### src/rtl/ps2dec_pkg.sv
// ---------------------------------------------------------------------------
// ps2dec_pkg
// Types, scancode constants and key maps shared by the set 1 decoder.
// ---------------------------------------------------------------------------
`default_nettype none

package ps2dec_pkg;

   localparam int QUEUE_DEPTH_DEF = 128;
   localparam int OPQ_DEPTH       = 2;
   localparam int LEVEL_W         = 7;
   localparam logic [LEVEL_W-1:0] LEVEL_MAX = 7'd127;

   localparam logic OP_SCAN = 1'b0;
   localparam logic OP_POP  = 1'b1;

   localparam logic [7:0] SC_PREFIX = 8'hE0;
   localparam logic [6:0] SC_ESC    = 7'h01;
   localparam logic [6:0] SC_CTRL   = 7'h1D;
   localparam logic [6:0] SC_LSHIFT = 7'h2A;
   localparam logic [6:0] SC_RSHIFT = 7'h36;
   localparam logic [6:0] SC_ALT    = 7'h38;
   localparam logic [6:0] SC_CAPS   = 7'h3A;
   localparam logic [6:0] SC_F1     = 7'h3B;
   localparam logic [6:0] SC_F10    = 7'h44;
   localparam logic [6:0] SC_F11    = 7'h57;
   localparam logic [6:0] SC_F12    = 7'h58;

   localparam logic [7:0] KC_NONE  = 8'h00;
   localparam logic [7:0] KC_ESC   = 8'h80;
   localparam logic [7:0] KC_F1    = 8'h81;
   localparam logic [7:0] KC_F11   = 8'h8B;
   localparam logic [7:0] KC_F12   = 8'h8C;
   localparam logic [7:0] KC_ALT_A = 8'hA0;

   localparam logic [6:0] TABLE_LEN = 7'h54;

   localparam logic [7:0] PLAIN_MAP [84] = '{
      8'h00, 8'h1B, 8'h31, 8'h32, 8'h33, 8'h34, 8'h35, 8'h36,
      8'h37, 8'h38, 8'h39, 8'h30, 8'h2D, 8'h3D, 8'h08, 8'h09,
      8'h71, 8'h77, 8'h65, 8'h72, 8'h74, 8'h79, 8'h75, 8'h69,
      8'h6F, 8'h70, 8'h5B, 8'h5D, 8'h0A, 8'h00, 8'h61, 8'h73,
      8'h64, 8'h66, 8'h67, 8'h68, 8'h6A, 8'h6B, 8'h6C, 8'h3B,
      8'h27, 8'h60, 8'h00, 8'h5C, 8'h7A, 8'h78, 8'h63, 8'h76,
      8'h62, 8'h6E, 8'h6D, 8'h2C, 8'h2E, 8'h2F, 8'h00, 8'h2A,
      8'h00, 8'h20, 8'h00, 8'h00, 8'h00, 8'h00, 8'h00, 8'h00,
      8'h00, 8'h00, 8'h00, 8'h00, 8'h00, 8'h00, 8'h00, 8'h37,
      8'h38, 8'h39, 8'h2D, 8'h34, 8'h35, 8'h36, 8'h2B, 8'h31,
      8'h32, 8'h33, 8'h30, 8'h2E
   };

   localparam logic [7:0] SHIFTED_MAP [84] = '{
      8'h00, 8'h1B, 8'h21, 8'h40, 8'h23, 8'h24, 8'h25, 8'h5E,
      8'h26, 8'h2A, 8'h28, 8'h29, 8'h5F, 8'h2B, 8'h08, 8'h09,
      8'h51, 8'h57, 8'h45, 8'h52, 8'h54, 8'h59, 8'h55, 8'h49,
      8'h4F, 8'h50, 8'h7B, 8'h7D, 8'h0A, 8'h00, 8'h41, 8'h53,
      8'h44, 8'h46, 8'h47, 8'h48, 8'h4A, 8'h4B, 8'h4C, 8'h3A,
      8'h22, 8'h7E, 8'h00, 8'h7C, 8'h5A, 8'h58, 8'h43, 8'h56,
      8'h42, 8'h4E, 8'h4D, 8'h3C, 8'h3E, 8'h3F, 8'h00, 8'h2A,
      8'h00, 8'h20, 8'h00, 8'h00, 8'h00, 8'h00, 8'h00, 8'h00,
      8'h00, 8'h00, 8'h00, 8'h00, 8'h00, 8'h00, 8'h00, 8'h37,
      8'h38, 8'h39, 8'h2D, 8'h34, 8'h35, 8'h36, 8'h2B, 8'h31,
      8'h32, 8'h33, 8'h30, 8'h2E
   };

   typedef struct packed {
      logic       is_pop;
      logic       push_en;
      logic [7:0] push_code;
      logic       shift;
      logic       ctrl;
      logic       alt;
      logic       caps;
   } op_type;

   function automatic logic [7:0] key_map(input logic [6:0] code, input logic shifted);
      logic [7:0] val;
      val = KC_NONE;
      if (code < TABLE_LEN) begin
         val = shifted ? SHIFTED_MAP[code] : PLAIN_MAP[code];
      end
      return val;
   endfunction

   function automatic logic [7:0] nav_code(input logic [6:0] code);
      logic [7:0] val;
      unique case (code)
         7'h48:   val = 8'h8D;
         7'h50:   val = 8'h8E;
         7'h4B:   val = 8'h8F;
         7'h4D:   val = 8'h90;
         7'h47:   val = 8'h91;
         7'h4F:   val = 8'h92;
         7'h49:   val = 8'h93;
         7'h51:   val = 8'h94;
         7'h52:   val = 8'h95;
         7'h53:   val = 8'h96;
         default: val = KC_NONE;
      endcase
      return val;
   endfunction

   function automatic logic is_lower(input logic [7:0] v);
      return (v >= 8'h61) && (v <= 8'h7A);
   endfunction

   function automatic logic is_upper(input logic [7:0] v);
      return (v >= 8'h41) && (v <= 8'h5A);
   endfunction

endpackage

`default_nettype wire

### src/rtl/ps2dec_ifs.sv
// ---------------------------------------------------------------------------
// ps2dec interfaces
// Request and response channels with valid/ready handshake.
// ---------------------------------------------------------------------------
`default_nettype none

interface ps2dec_req_if;
   logic       valid;
   logic       ready;
   logic       opcode;
   logic [7:0] scancode;

   modport source (output valid, output opcode, output scancode, input ready);
   modport sink   (input valid, input opcode, input scancode, output ready);
endinterface

interface ps2dec_rsp_if;
   logic       valid;
   logic       ready;
   logic [7:0] key_code;
   logic       key_valid;
   logic [6:0] queue_level;
   logic       shift_held;
   logic       ctrl_held;
   logic       alt_held;
   logic       caps_on;
   logic       dropped;

   modport source (output valid, output key_code, output key_valid, output queue_level,
                   output shift_held, output ctrl_held, output alt_held, output caps_on,
                   output dropped, input ready);
   modport sink   (input valid, input key_code, input key_valid, input queue_level,
                   input shift_held, input ctrl_held, input alt_held, input caps_on,
                   input dropped, output ready);
endinterface

`default_nettype wire

### src/rtl/ps2_set1_scancode_decoder.sv
// ---------------------------------------------------------------------------
// ps2_set1_scancode_decoder
// PS/2 set 1 scancode decoder with a queue of US-QWERTY key codes.
// ---------------------------------------------------------------------------
// Usage:
//   req_chan carries one request per handshake: opcode 0 feeds a raw set 1
//   scancode byte, opcode 1 pops one key code from the queue.
//   rsp_chan returns one response per request, in order: the popped code
//   (0 when none), queue level, modifier state and a drop flag.
//   An accepted request is written into the op queue; the back end takes
//   it from there and registers the response that rsp_chan then shows.
//   Throughput: one request per cycle while rsp_chan is ready. The key queue
//   is one memory; each op does at most one write or one registered read.
//   The queue holds QUEUE_DEPTH-1 codes; a push to a full queue is dropped.
//   Reset clears the modifiers, the prefix flag and the queue pointers; the
//   queue memory itself is not cleared and needs no clearing pass.
//   When rsp_chan stalls, the response holds and a two-entry op queue keeps
//   taking requests until it fills, then req_chan.ready drops.
// ---------------------------------------------------------------------------
`default_nettype none

module ps2_set1_scancode_decoder #(
   parameter int QUEUE_DEPTH = ps2dec_pkg::QUEUE_DEPTH_DEF
) (
   input  wire logic     clock,
   input  wire logic     reset,
   ps2dec_req_if.sink    req_chan,
   ps2dec_rsp_if.source  rsp_chan
);
   import ps2dec_pkg::*;

   logic   front_valid, front_ready;
   op_type front_op;
   logic   back_valid, back_ready;
   op_type back_op;

   ps2dec_front u_front (
      .clock    (clock),
      .reset    (reset),
      .req_chan (req_chan),
      .op_valid (front_valid),
      .op_data  (front_op),
      .op_ready (front_ready)
   );

   ps2dec_opq u_opq (
      .clock     (clock),
      .reset     (reset),
      .in_valid  (front_valid),
      .in_data   (front_op),
      .in_ready  (front_ready),
      .out_valid (back_valid),
      .out_data  (back_op),
      .out_ready (back_ready)
   );

   ps2dec_back #(
      .QUEUE_DEPTH (QUEUE_DEPTH)
   ) u_back (
      .clock    (clock),
      .reset    (reset),
      .op_valid (back_valid),
      .op_data  (back_op),
      .op_ready (back_ready),
      .rsp_chan (rsp_chan)
   );

endmodule

`default_nettype wire

### src/rtl/ps2dec_front.sv
// ---------------------------------------------------------------------------
// ps2dec_front
// Classify each request, track prefix and modifier state, build the op.
// ---------------------------------------------------------------------------
`default_nettype none

module ps2dec_front (
   input  wire logic             clock,
   input  wire logic             reset,
   ps2dec_req_if.sink            req_chan,
   output      logic             op_valid,
   output      ps2dec_pkg::op_type op_data,
   input  wire logic             op_ready
);
   import ps2dec_pkg::*;

   logic       shift_ff, ctrl_ff, alt_ff, caps_ff, ext_ff;
   logic       shift_in, ctrl_in, alt_in, caps_in, ext_in;
   logic       push_en;
   logic [7:0] push_code;
   logic [7:0] plain_val;
   logic [7:0] tab_val;
   logic [6:0] code;
   logic       rel;
   logic       take;

   assign code      = req_chan.scancode[6:0];
   assign rel       = req_chan.scancode[7];
   assign plain_val = key_map(code, 1'b0);
   assign tab_val   = key_map(code, shift_ff);
   assign take      = req_chan.valid && op_ready;

   always_comb begin
      shift_in  = shift_ff;
      ctrl_in   = ctrl_ff;
      alt_in    = alt_ff;
      caps_in   = caps_ff;
      ext_in    = ext_ff;
      push_en   = 1'b0;
      push_code = KC_NONE;
      if (req_chan.opcode == OP_POP) begin
         ext_in = ext_ff;
      end else if (req_chan.scancode == SC_PREFIX) begin
         ext_in = 1'b1;
      end else if (ext_ff) begin
         ext_in = 1'b0;
         priority if (code == SC_ALT) begin
            alt_in = !rel;
         end else if (code == SC_CTRL) begin
            ctrl_in = !rel;
         end else if (!rel) begin
            push_code = nav_code(code);
            push_en   = (push_code != KC_NONE);
         end else begin
            push_en = 1'b0;
         end
      end else begin
         priority if (code == SC_LSHIFT || code == SC_RSHIFT) begin
            shift_in = !rel;
         end else if (code == SC_CTRL) begin
            ctrl_in = !rel;
         end else if (code == SC_ALT) begin
            alt_in = !rel;
         end else if (code == SC_CAPS) begin
            if (!rel) begin
               caps_in = !caps_ff;
            end
         end else if (rel) begin
            push_en = 1'b0;
         end else if (code == SC_ESC) begin
            push_en   = 1'b1;
            push_code = KC_ESC;
         end else if (code >= SC_F1 && code <= SC_F10) begin
            push_en   = 1'b1;
            push_code = KC_F1 + {1'b0, code - SC_F1};
         end else if (code == SC_F11) begin
            push_en   = 1'b1;
            push_code = KC_F11;
         end else if (code == SC_F12) begin
            push_en   = 1'b1;
            push_code = KC_F12;
         end else if (code >= TABLE_LEN) begin
            push_en = 1'b0;
         end else if (alt_ff) begin
            if (is_lower(plain_val)) begin
               push_en   = 1'b1;
               push_code = KC_ALT_A + (plain_val - 8'h61);
            end
         end else begin
            push_code = tab_val;
            if (caps_ff && is_lower(tab_val)) begin
               push_code = tab_val - 8'd32;
            end else if (caps_ff && is_upper(tab_val)) begin
               push_code = tab_val + 8'd32;
            end
            push_en = (push_code != KC_NONE);
         end
      end
   end

   always_ff @(posedge clock) begin
      if (reset) begin
         shift_ff <= 1'b0;
         ctrl_ff  <= 1'b0;
         alt_ff   <= 1'b0;
         caps_ff  <= 1'b0;
         ext_ff   <= 1'b0;
      end else if (take) begin
         shift_ff <= shift_in;
         ctrl_ff  <= ctrl_in;
         alt_ff   <= alt_in;
         caps_ff  <= caps_in;
         ext_ff   <= ext_in;
      end
   end

   assign req_chan.ready    = op_ready;
   assign op_valid          = req_chan.valid;
   assign op_data.is_pop    = (req_chan.opcode == OP_POP);
   assign op_data.push_en   = push_en;
   assign op_data.push_code = push_code;
   assign op_data.shift     = shift_in;
   assign op_data.ctrl      = ctrl_in;
   assign op_data.alt       = alt_in;
   assign op_data.caps      = caps_in;

endmodule

`default_nettype wire

### src/rtl/ps2dec_opq.sv
// ---------------------------------------------------------------------------
// ps2dec_opq
// Short op queue between the classify front and the key-queue back.
// ---------------------------------------------------------------------------
`default_nettype none

module ps2dec_opq (
   input  wire logic               clock,
   input  wire logic               reset,
   input  wire logic               in_valid,
   input  wire ps2dec_pkg::op_type in_data,
   output      logic               in_ready,
   output      logic               out_valid,
   output      ps2dec_pkg::op_type out_data,
   input  wire logic               out_ready
);
   import ps2dec_pkg::*;

   localparam int IDX_W = $clog2(OPQ_DEPTH);
   localparam int CNT_W = $clog2(OPQ_DEPTH + 1);
   localparam logic [IDX_W-1:0] IDX_LAST = IDX_W'(OPQ_DEPTH - 1);
   localparam logic [CNT_W-1:0] CNT_FULL = CNT_W'(OPQ_DEPTH);

   op_type           entry_ff [OPQ_DEPTH];
   logic [IDX_W-1:0] wr_idx_ff, wr_idx_in;
   logic [IDX_W-1:0] rd_idx_ff, rd_idx_in;
   logic [CNT_W-1:0] cnt_ff, cnt_in;
   logic             push, pop;

   assign in_ready  = (cnt_ff != CNT_FULL);
   assign out_valid = (cnt_ff != '0);
   assign out_data  = entry_ff[rd_idx_ff];
   assign push      = in_valid && in_ready;
   assign pop       = out_valid && out_ready;

   always_comb begin
      wr_idx_in = wr_idx_ff;
      rd_idx_in = rd_idx_ff;
      cnt_in    = cnt_ff;
      if (push) begin
         wr_idx_in = (wr_idx_ff == IDX_LAST) ? '0 : wr_idx_ff + 1'b1;
      end
      if (pop) begin
         rd_idx_in = (rd_idx_ff == IDX_LAST) ? '0 : rd_idx_ff + 1'b1;
      end
      if (push && !pop) begin
         cnt_in = cnt_ff + 1'b1;
      end else if (pop && !push) begin
         cnt_in = cnt_ff - 1'b1;
      end
   end

   always_ff @(posedge clock) begin
      if (reset) begin
         wr_idx_ff <= '0;
         rd_idx_ff <= '0;
         cnt_ff    <= '0;
      end else begin
         wr_idx_ff <= wr_idx_in;
         rd_idx_ff <= rd_idx_in;
         cnt_ff    <= cnt_in;
      end
   end

   always_ff @(posedge clock) begin
      if (push) begin
         entry_ff[wr_idx_ff] <= in_data;
      end
   end

endmodule

`default_nettype wire

### src/rtl/ps2dec_back.sv
// ---------------------------------------------------------------------------
// ps2dec_back
// Execute push and pop ops on the key-code queue, register the response.
// ---------------------------------------------------------------------------
`default_nettype none

module ps2dec_back #(
   parameter int QUEUE_DEPTH = ps2dec_pkg::QUEUE_DEPTH_DEF
) (
   input  wire logic               clock,
   input  wire logic               reset,
   input  wire logic               op_valid,
   input  wire ps2dec_pkg::op_type op_data,
   output      logic               op_ready,
   ps2dec_rsp_if.source            rsp_chan
);
   import ps2dec_pkg::*;

   localparam int PTR_W = $clog2(QUEUE_DEPTH);
   localparam int CW    = (PTR_W > LEVEL_W) ? PTR_W : LEVEL_W;
   localparam logic [PTR_W-1:0] PTR_LAST = PTR_W'(QUEUE_DEPTH - 1);

   logic [7:0]         mem [QUEUE_DEPTH];
   logic [PTR_W-1:0]   wr_ptr_ff, wr_ptr_in;
   logic [PTR_W-1:0]   rd_ptr_ff, rd_ptr_in;
   logic [PTR_W-1:0]   cnt_ff, cnt_in;
   logic [CW-1:0]      cnt_ext;
   logic [7:0]         rdata_ff;
   logic               out_valid_ff;
   logic               key_valid_ff, key_valid_in;
   logic               dropped_ff, dropped_in;
   logic [LEVEL_W-1:0] level_ff, level_in;
   logic               shift_ff, ctrl_ff, alt_ff, caps_ff;
   logic               take, do_read, do_write;

   assign op_ready = !out_valid_ff || rsp_chan.ready;
   assign take     = op_valid && op_ready;

   always_comb begin
      wr_ptr_in    = wr_ptr_ff;
      rd_ptr_in    = rd_ptr_ff;
      cnt_in       = cnt_ff;
      do_read      = 1'b0;
      do_write     = 1'b0;
      key_valid_in = 1'b0;
      dropped_in   = 1'b0;
      if (take) begin
         if (op_data.is_pop) begin
            if (cnt_ff != '0) begin
               do_read      = 1'b1;
               key_valid_in = 1'b1;
               rd_ptr_in    = (rd_ptr_ff == PTR_LAST) ? '0 : rd_ptr_ff + 1'b1;
               cnt_in       = cnt_ff - 1'b1;
            end
         end else if (op_data.push_en) begin
            if (cnt_ff == PTR_LAST) begin
               dropped_in = 1'b1;
            end else begin
               do_write  = 1'b1;
               wr_ptr_in = (wr_ptr_ff == PTR_LAST) ? '0 : wr_ptr_ff + 1'b1;
               cnt_in    = cnt_ff + 1'b1;
            end
         end
      end
      cnt_ext  = CW'(cnt_in);
      level_in = (cnt_ext > CW'(LEVEL_MAX)) ? LEVEL_MAX : LEVEL_W'(cnt_ext);
   end

   always_ff @(posedge clock) begin
      if (reset) begin
         wr_ptr_ff    <= '0;
         rd_ptr_ff    <= '0;
         cnt_ff       <= '0;
         out_valid_ff <= 1'b0;
      end else begin
         wr_ptr_ff <= wr_ptr_in;
         rd_ptr_ff <= rd_ptr_in;
         cnt_ff    <= cnt_in;
         if (op_ready) begin
            out_valid_ff <= op_valid;
         end
      end
   end

   always_ff @(posedge clock) begin
      if (take) begin
         key_valid_ff <= key_valid_in;
         dropped_ff   <= dropped_in;
         level_ff     <= level_in;
         shift_ff     <= op_data.shift;
         ctrl_ff      <= op_data.ctrl;
         alt_ff       <= op_data.alt;
         caps_ff      <= op_data.caps;
      end
   end

   always_ff @(posedge clock) begin
      if (do_write) begin
         mem[wr_ptr_ff] <= op_data.push_code;
      end
   end

   always_ff @(posedge clock) begin
      if (do_read) begin
         rdata_ff <= mem[rd_ptr_ff];
      end
   end

   assign rsp_chan.valid       = out_valid_ff;
   assign rsp_chan.key_code    = key_valid_ff ? rdata_ff : KC_NONE;
   assign rsp_chan.key_valid   = key_valid_ff;
   assign rsp_chan.queue_level = level_ff;
   assign rsp_chan.shift_held  = shift_ff;
   assign rsp_chan.ctrl_held   = ctrl_ff;
   assign rsp_chan.alt_held    = alt_ff;
   assign rsp_chan.caps_on     = caps_ff;
   assign rsp_chan.dropped     = dropped_ff;

endmodule

`default_nettype wire

### src/flat_wrapper.sv
// flat-port wrapper written by rule: the top's interface ports become plain ports
module ps2_set1_scancode_decoder_flat import ps2dec_pkg::*;
#(
   parameter int QUEUE_DEPTH = ps2dec_pkg::QUEUE_DEPTH_DEF
)
  (clock, reset, req_chan_valid, req_chan_opcode, req_chan_scancode, req_chan_ready, rsp_chan_valid, rsp_chan_key_code, rsp_chan_key_valid, rsp_chan_queue_level, rsp_chan_shift_held, rsp_chan_ctrl_held, rsp_chan_alt_held, rsp_chan_caps_on, rsp_chan_dropped, rsp_chan_ready);
  ps2dec_req_if req_chan_i ();
  ps2dec_rsp_if rsp_chan_i ();
  input  wire logic clock;
  input  wire logic reset;
  input wire logic [$bits(req_chan_i.valid)-1:0] req_chan_valid;
  input wire logic [$bits(req_chan_i.opcode)-1:0] req_chan_opcode;
  input wire logic [$bits(req_chan_i.scancode)-1:0] req_chan_scancode;
  output wire logic [$bits(req_chan_i.ready)-1:0] req_chan_ready;
  output wire logic [$bits(rsp_chan_i.valid)-1:0] rsp_chan_valid;
  output wire logic [$bits(rsp_chan_i.key_code)-1:0] rsp_chan_key_code;
  output wire logic [$bits(rsp_chan_i.key_valid)-1:0] rsp_chan_key_valid;
  output wire logic [$bits(rsp_chan_i.queue_level)-1:0] rsp_chan_queue_level;
  output wire logic [$bits(rsp_chan_i.shift_held)-1:0] rsp_chan_shift_held;
  output wire logic [$bits(rsp_chan_i.ctrl_held)-1:0] rsp_chan_ctrl_held;
  output wire logic [$bits(rsp_chan_i.alt_held)-1:0] rsp_chan_alt_held;
  output wire logic [$bits(rsp_chan_i.caps_on)-1:0] rsp_chan_caps_on;
  output wire logic [$bits(rsp_chan_i.dropped)-1:0] rsp_chan_dropped;
  input wire logic [$bits(rsp_chan_i.ready)-1:0] rsp_chan_ready;
  assign req_chan_i.valid = req_chan_valid;
  assign req_chan_i.opcode = req_chan_opcode;
  assign req_chan_i.scancode = req_chan_scancode;
  assign req_chan_ready = req_chan_i.ready;
  assign rsp_chan_valid = rsp_chan_i.valid;
  assign rsp_chan_key_code = rsp_chan_i.key_code;
  assign rsp_chan_key_valid = rsp_chan_i.key_valid;
  assign rsp_chan_queue_level = rsp_chan_i.queue_level;
  assign rsp_chan_shift_held = rsp_chan_i.shift_held;
  assign rsp_chan_ctrl_held = rsp_chan_i.ctrl_held;
  assign rsp_chan_alt_held = rsp_chan_i.alt_held;
  assign rsp_chan_caps_on = rsp_chan_i.caps_on;
  assign rsp_chan_dropped = rsp_chan_i.dropped;
  assign rsp_chan_i.ready = rsp_chan_ready;
  ps2_set1_scancode_decoder #(.QUEUE_DEPTH(QUEUE_DEPTH)) u_core (.clock(clock), .reset(reset), .req_chan(req_chan_i), .rsp_chan(rsp_chan_i));
endmodule
### config.mk
export PLATFORM = sky130hd
export DESIGN_NAME = ps2_set1_scancode_decoder_flat
export DESIGN_NICKNAME = d
export VERILOG_FILES = /design/src/rtl/ps2dec_pkg.sv /design/src/rtl/ps2dec_ifs.sv /design/src/rtl/ps2_set1_scancode_decoder.sv /design/src/rtl/ps2dec_front.sv /design/src/rtl/ps2dec_opq.sv /design/src/rtl/ps2dec_back.sv /design/src/flat_wrapper.sv
export SDC_FILE = /design/constraint.sdc
export NUM_CORES = 1
export LEC_CHECK = 0
export ABC_AREA = 1
export ABC_CLOCK_PERIOD_IN_PS = 8500
export BUFFER_PORTS_ARGS = -buffer_cell sky130_fd_sc_hd__clkbuf_2
export CORE_MARGIN = 2
export CORE_UTILIZATION = 35
export DETAILED_ROUTE_END_ITERATION = 16
export PLACE_DENSITY_LB_ADDON = 0.08
export SLEW_MARGIN = 10
export SYNTH_ARGS = -nofsm -noshare
export SYNTH_HDL_FRONTEND = slang
export SYNTH_SLANG_ARGS = --single-unit
### constraint.sdc
create_clock -name clock -period 8.5 [get_ports clock]
set_input_delay 0 -clock clock [delete_from_list [all_inputs] [get_ports clock]]
set_output_delay 0 -clock clock [all_outputs]
set_load 0.005 [all_outputs]
# Word level (Yosys, flattened, before mapping)
# Memory sizes are Yosys's and may differ from the RTL's. A register that Yosys moved wholly into a read port is not among the register bits.
# Index checks and enable logic that the tools add are counted.
word_totals:
  out_inout_bits: 23
  inputBits: 13
  rom_bits: 2048
  register_bits: 44
  mem_count: 4
  word_cells: 220
  mem_bits_rw: 1052
mem_list:
  columns: ["memory", "words", "word_bits", "read_ports", "rd_clocked_by_memory_dff", "write_ports", "line", "source"]
  rows:
  - ["(no name shown)", 128, 8, 1, 0, 0, "ps2dec_pkg.sv:80", "val = shifted ? SHIFTED_MAP[code] : PLAIN_MAP[code];"]
  - ["(no name shown)", 128, 8, 1, 0, 0, "ps2dec_pkg.sv:80", null]
  - ["u_core.u_back.mem", 128, 8, 1, 1, 1, "ps2dec_back.sv:23", "logic [7:0] mem [QUEUE_DEPTH];"]
  - ["u_core.u_opq.entry_ff", 2, 14, 1, 1, 1, "ps2dec_opq.sv:24", "op_type entry_ff [OPQ_DEPTH];"]
op_classes:
  addsub: 14
  eq_ne: 23
  muxes: 117
  n_lt_le_gt_ge: 12
  bitwise_logic: 5
  n_reduce_logical: 26
ops:
  columns: ["operator", "count"]
  rows:
  - ["two-way mux 8 bit", 48]
  - ["equality test 7 bit (second input constant)", 15]
  - ["one-hot mux 8 bit (10 select lines)", 1]
  - ["two-way mux 1 bit", 59]
  - ["two-way mux 7 bit", 7]
  - ["equality test 7 x 6 -> 1 bit (second input constant)", 4]
  - [">= comparator 8 x 7 -> 1 bit (second input constant)", 3]
  - ["less-or-equal comparator 8 x 7 -> 1 bit (second input constant)", 3]
  - ["adder 7 x 1 -> 7 bit (second input constant)", 3]
  - ["nonzero test 8 bit", 2]
  - ["logical AND 1 bit", 10]
  - ["adder 8 x 6 -> 8 bit (second input constant)", 1]
  - ["adder 8 x 7 -> 8 bit (first input constant)", 1]
  - ["adder 8 bit (first input constant)", 1]
  - ["equality test 8 bit (second input constant)", 1]
  - [">= comparator 8 bit (second input constant)", 1]
  - ["inverter 7 -> 8 bit", 1]
  - ["subtractor 8 x 6 -> 8 bit (second input constant)", 1]
  - ["subtractor 8 x 7 -> 8 bit (second input constant)", 1]
  - ["equality test 7 x 1 -> 1 bit (second input constant)", 1]
  - ["equality test 7 x 5 -> 1 bit (second input constant)", 1]
  - [">= comparator 7 x 6 -> 1 bit (second input constant)", 1]
  - [">= comparator 7 bit (second input constant)", 1]
  - ["> comparator 7 bit (second input constant)", 1]
  - ["other kinds (18)", 29]

# Depth between registers and ports, before layout
logic_depth:
  depth_word: 40
  ltp_mapped: 27
  mapped_depth_nobuf: 26

# Modules after synthesis
# From an unflattened synthesis, not the netlist that was laid out.
hier_totals:
  hier_cells: 5030
  hier_area_um2: 49723.9
modules_own_cells:
  columns: ["module", "area_per_inst_um2", "instances", "cells_each", "seq_area_each_um2"]
  rows:
  - ["ps2dec_back", 45692.6, 1, 4385, 31820.5]
  - ["ps2dec_front", 2782.7, 1, 565, 100.1]
  - ["ps2dec_opq", 1248.7, 1, 80, 940.9]

# Least setup slack after synthesis
# Ideal clock, no wire load.
synth_timing:
  path_type: "register -> register"
  from: "reg u_core.u_opq.cnt_ff[1]"
  to: "mem u_core.u_back.mem[31][0], enable pin"
  period_less_slack_ns: 2.988
  arrival_time_ns: 2.605
  required_time_ns: 8.117
  path_buffers: 0
  path_slack_ns: 5.512
  stages_incl_launch_ff: 9
  setup_ns: 0.383
  path_cell_list: "dfxtp_1 > inv_1 > a21oi_2 > inv_2 > nor3_1 > nand4_1 > nor2_1 > nand2_1 > nor3_1"
synth_via:
  elab_chain_cells: 5
synth_rtl:
  columns: ["item", "line", "source"]
  rows:
  - ["start: declaration", "ps2dec_opq.sv:27", "logic [CNT_W-1:0] cnt_ff, cnt_in;"]
  - ["start signal: assignment", "ps2dec_opq.sv:61", "cnt_ff <= cnt_in;"]
  - ["nonzero test 2 bit", "ps2dec_opq.sv:31", "assign out_valid = (cnt_ff != '0);"]
  - ["logical AND 1 bit", "ps2dec_back.sv:37", "assign take = op_valid && op_ready;"]
  - ["named net u_core.u_back.take", "ps2dec_back.sv:34", "logic take, do_read, do_write;"]
  - ["two-way mux 1 bit", "ps2dec_back.sv:47", "if (take) begin"]
  - ["two-way mux 1 bit", "ps2dec_back.sv:98", "if (do_write) begin"]
  - ["two-way mux 1 bit (not written as such)", "ps2dec_back.sv:99", "mem[wr_ptr_ff] <= op_data.push_code;"]
  - ["end: declaration", "ps2dec_back.sv:23", null]
# The timed path passes the listed nets, and every way through them passes these cells.

==> impl_metrics.ini <==
[cells_and_area]
drive_above_1_share = 0.0771
final_design_area_no_fill_um2 = 51600
final.fill_count = 12800
flow.area_growth_from_synthesis_pct = 12.0
layout.core_utilization = 0.394
layout.nets = 3877

[detailed_routing]
top_layer_used = met4
drt_drc_violations_left = 0
totalWireLength_um = 147000
drt_iter0_markers = 3047
wl_met1_um = 68000
drt_pass1_iterations = 5
met2WireLength_um = 68700
routed-via-count = 31000
met3_wirelength_um = 7530
route.detailed.wl_per_inst_um = 25.9
drt.antenna.violating_nets = 0
avgViaCountPerCell = 5.45

[flow_run]
maxCapViolCount = 0

[place]
postPlaceCellArea_um2 = 48000
place.port_buffers = 35
gp_congestion = 0.830
hpwlAfterDp_um = 88300

[logic_synthesis]
synth_fp_nets = 3898
instance_count_of_the_mapped_netlist = 3858
synth_top_flop_cell = sky130_fd_sc_hd__edfxtp_1
synthDominantAreaCellType = sky130_fd_sc_hd__edfxtp_1
synth.yosys.seq_area_share = 0.713
synth.yosys.warnings = 0
synth.ff_latch_count = 1105
synth.area.top_cells = sky130_fd_sc_hd__edfxtp_1, sky130_fd_sc_hd__o21ai_0, sky130_fd_sc_hd__nor2_1
synth.lib_cells_used.distinct = 56
synth-async-reset-ratio = 0
synth_area_um2 = 46100
post_synth.cell_area_avg_um2 = 11.9
synth_edf_count = 1073
yosysTopAreaCellShare = 0.699

[setup_path]
critical_path_arrival_ps = 4820
setup.worst_path.class = reg -> reg
crit_fanout = 15
endpoint_kind = register
required_ps = 8830
timing.critical_path.from_type = register

[clocking]
clock_root_buffer = sky130_fd_sc_hd__clkbuf_16
max_clock_buf_depth = 3
cts_made_buffers = 120
clkSlewWorstSetupHoldPaths_ps = 60
cts.sinks = 1105
cts_tree = done
cts_max_level = 3
worst_skew_pair.late_latency_ps = 720

[global_routing]
globalRoute.totalOverflow = 0
vias_in_the_first_global_route = 30800
grt_first_pass_wirelength_um = 215000
pin_count_of_the_biggest_net_entering_global_routing = 187
antenna_found_initial = 3
grtUsageTotal = 0.214

[power]
power.density_cell_area_nw_per_um2 = 311
worst_ir_drop_vdd_uv = 221
leakage_nw = 16.8
power.total_w = 0.0161

[floorplanning]
chipWidth_um = 367
die_y_um = 367
initial_utilization = 0.351
fp_rows = 133
fp.coreArea_um2 = 131000
die-area_um2 = 135000
ios = 36

[sta]
setup_repair_after_global_routing_missed_its_margin = no
finish_stage_setup_viols = 0
final_max_slew_violation_count = 0
worst_slew_pin_slew_ps = 1320
setup-tns-final_ps = 0
hold_violations = 0
min_period_ps = 4480
clock.fmax_ghz = 0.223
max-slew-margin-rel = 0.115
finalCritPeriodShare = 0.527
clock_skew_ps = 32.6

[run_status]
run_status = completed

[min_path]
min_path_type = in -> reg
[area by class of cell]
cell class,count,area [um^2],area share
Timing Repair Buffer,98,693,0.0134
Inverter,123,480,0.00931
Multi-Input combinational cell,2389,11800,0.230
Tap cell,1755,2200,0.0425
Clock buffer,153,3160,0.0612
Clock inverter,63,358,0.00693
Antenna cell,1,2.50,0.0000485
Sequential cell,1105,32900,0.637
[what timing repair did]
| item | 4_1_cts | 5_1_grt |
|---|---|---|
| hold endpoints to repair | 47 | 0 |
| resized for setup | 0 | 0 |
| hold buffers | 8 | 0 |
| buffers inserted | 0 | 0 |
| endpoints found under the setup margin | 0 | 0 |
[layer usage]
metal	GRT usage	vias up
met3	0.0292	183
met4	0.0477	0
met5	0	-
met2	0.344	892
li1	-	14200
met1	0.307	15700
[path summary, 6_finish.rpt]
path / startpoint / endpoint / slack, ps / cells past startpoint
hold / removal: req_chan_opcode / u_core.u_opq.entry_ff[0][13]$_DFFE_PP_ / 90 / 2
setup reg to reg: register / u_core.u_back.mem[17][5]$_DFFE_PP_ / 4020 / 10
setup / recovery: register / u_core.u_back.mem[17][5]$_DFFE_PP_ / 4020 / 10
hold reg to reg: u_core.u_opq.rd_idx_ff$_SDFFE_PP0P_ / u_core.u_opq.rd_idx_ff$_SDFFE_PP0P_ / 460 / 1
[stage by stage]
stage,std cells,hold WS (ps),worst slack [ps]
final,5687,90.2,4020
after global routing,5686,95.3,3810
after CTS,5686,62.3,4080
after detailed placement,5462,273,4070
after global placement,5462,270,4140
after floorplan,3858,98.9,5510
[registers in the layout, summed over array words and instances (netlist names), named ones only]
register / count
u_core.u_front.ctrl_ff: 1
u_core.u_back.rsp_chan.shift_held: 1
u_core.u_opq.entry_ff: 28
u_core.u_back.rsp_chan.alt_held: 1
u_core.u_front.ext_ff: 1
u_core.u_front.caps_ff: 1
u_core.u_back.cnt_ff: 7
u_core.u_back.rdata_ff: 8
u_core.u_back.rsp_chan.caps_on: 1
u_core.u_back.rsp_chan.key_valid: 1
u_core.u_back.rsp_chan.queue_level: 7
u_core.u_back.rd_ptr_ff: 7
u_core.u_back.rsp_chan.dropped: 1
u_core.u_back.rsp_chan.valid: 1
u_core.u_opq.wr_idx_ff: 1
u_core.u_front.alt_ff: 1
u_core.u_opq.rd_idx_ff: 1
u_core.u_opq.cnt_ff: 2
u_core.u_back.mem: 1024
u_core.u_back.rsp_chan.ctrl_held: 1
u_core.u_front.shift_ff: 1
u_core.u_back.wr_ptr_ff: 7
[power by group]
| part | switching [W] | internal [W] |
|---|---|---|
| Sequential | 0.000156 | 0.00677 |
| Clock | 0.00214 | 0.00266 |
| Combinational | 0.00339 | 0.000951 |
| Total | 0.00569 | 0.0104 |
[cell families (layout without fill, tap and decap cells)]
| kind of cell | after synthesis | in the layout | share of synthesized area |
|---|---|---|---|
| and+or+nand+nor | 1345 | 1345 | 0.119 |
| DFF | 1105 | 1105 | 0.713 |
| AOI/OAI and AO/OA | 1002 | 1002 | 0.127 |
| buffers and inverters | 364 | 437 | 0.0314 |
| adders and majority gates | 27 | 27 | 0.00733 |
| xor gates and xnor gates | 15 | 15 | 0.00285 |
| other | 0 | 1 | 0 |
[cells in the mapped netlist, types with 7 or more instances]
library cell               count
sky130_fd_sc_hd__a21oi_1      80
sky130_fd_sc_hd__a221oi_1      7
sky130_fd_sc_hd__a31oi_1      19
sky130_fd_sc_hd__buf_1         7
sky130_fd_sc_hd__buf_2        16
sky130_fd_sc_hd__clkbuf_1    208
sky130_fd_sc_hd__dfxtp_1      32
sky130_fd_sc_hd__edfxtp_1   1073
sky130_fd_sc_hd__ha_1         27
sky130_fd_sc_hd__inv_1       102
sky130_fd_sc_hd__inv_2        17
sky130_fd_sc_hd__nand2_1     388
sky130_fd_sc_hd__nand3_1     133
sky130_fd_sc_hd__nand4_1      41
sky130_fd_sc_hd__nor2_1      726
sky130_fd_sc_hd__nor3_1       28
sky130_fd_sc_hd__o211ai_1     32
sky130_fd_sc_hd__o21ai_0     563
sky130_fd_sc_hd__o21ai_1       9
sky130_fd_sc_hd__o221ai_1     97
sky130_fd_sc_hd__o22ai_1     160
sky130_fd_sc_hd__xor2_1       11
[worst max-delay path, stage by stage (launching register included)]
cell and delay [ps]:
sky130_fd_sc_hd__dfxtp_1 660, sky130_fd_sc_hd__inv_2 250, sky130_fd_sc_hd__nand2_1 110, sky130_fd_sc_hd__nand2_1 100, sky130_fd_sc_hd__inv_1 170, sky130_fd_sc_hd__nand2_1 120
sky130_fd_sc_hd__nor3_1 190, sky130_fd_sc_hd__buf_4 220, sky130_fd_sc_hd__nand4_1 1020, sky130_fd_sc_hd__buf_4 620, sky130_fd_sc_hd__nor2_1 630
[cells in the final DEF, fill, tap and decap left out, drive strengths merged, types with 83 or more instances in the layout]
cell,n
nand3,136
edfxtp,1073
a21oi,83
nand2,394
inv,121
o221ai,97
nor2,735
o21ai,574
clkbuf,188
o22ai,160
Power figures use the tool's default switching activity.
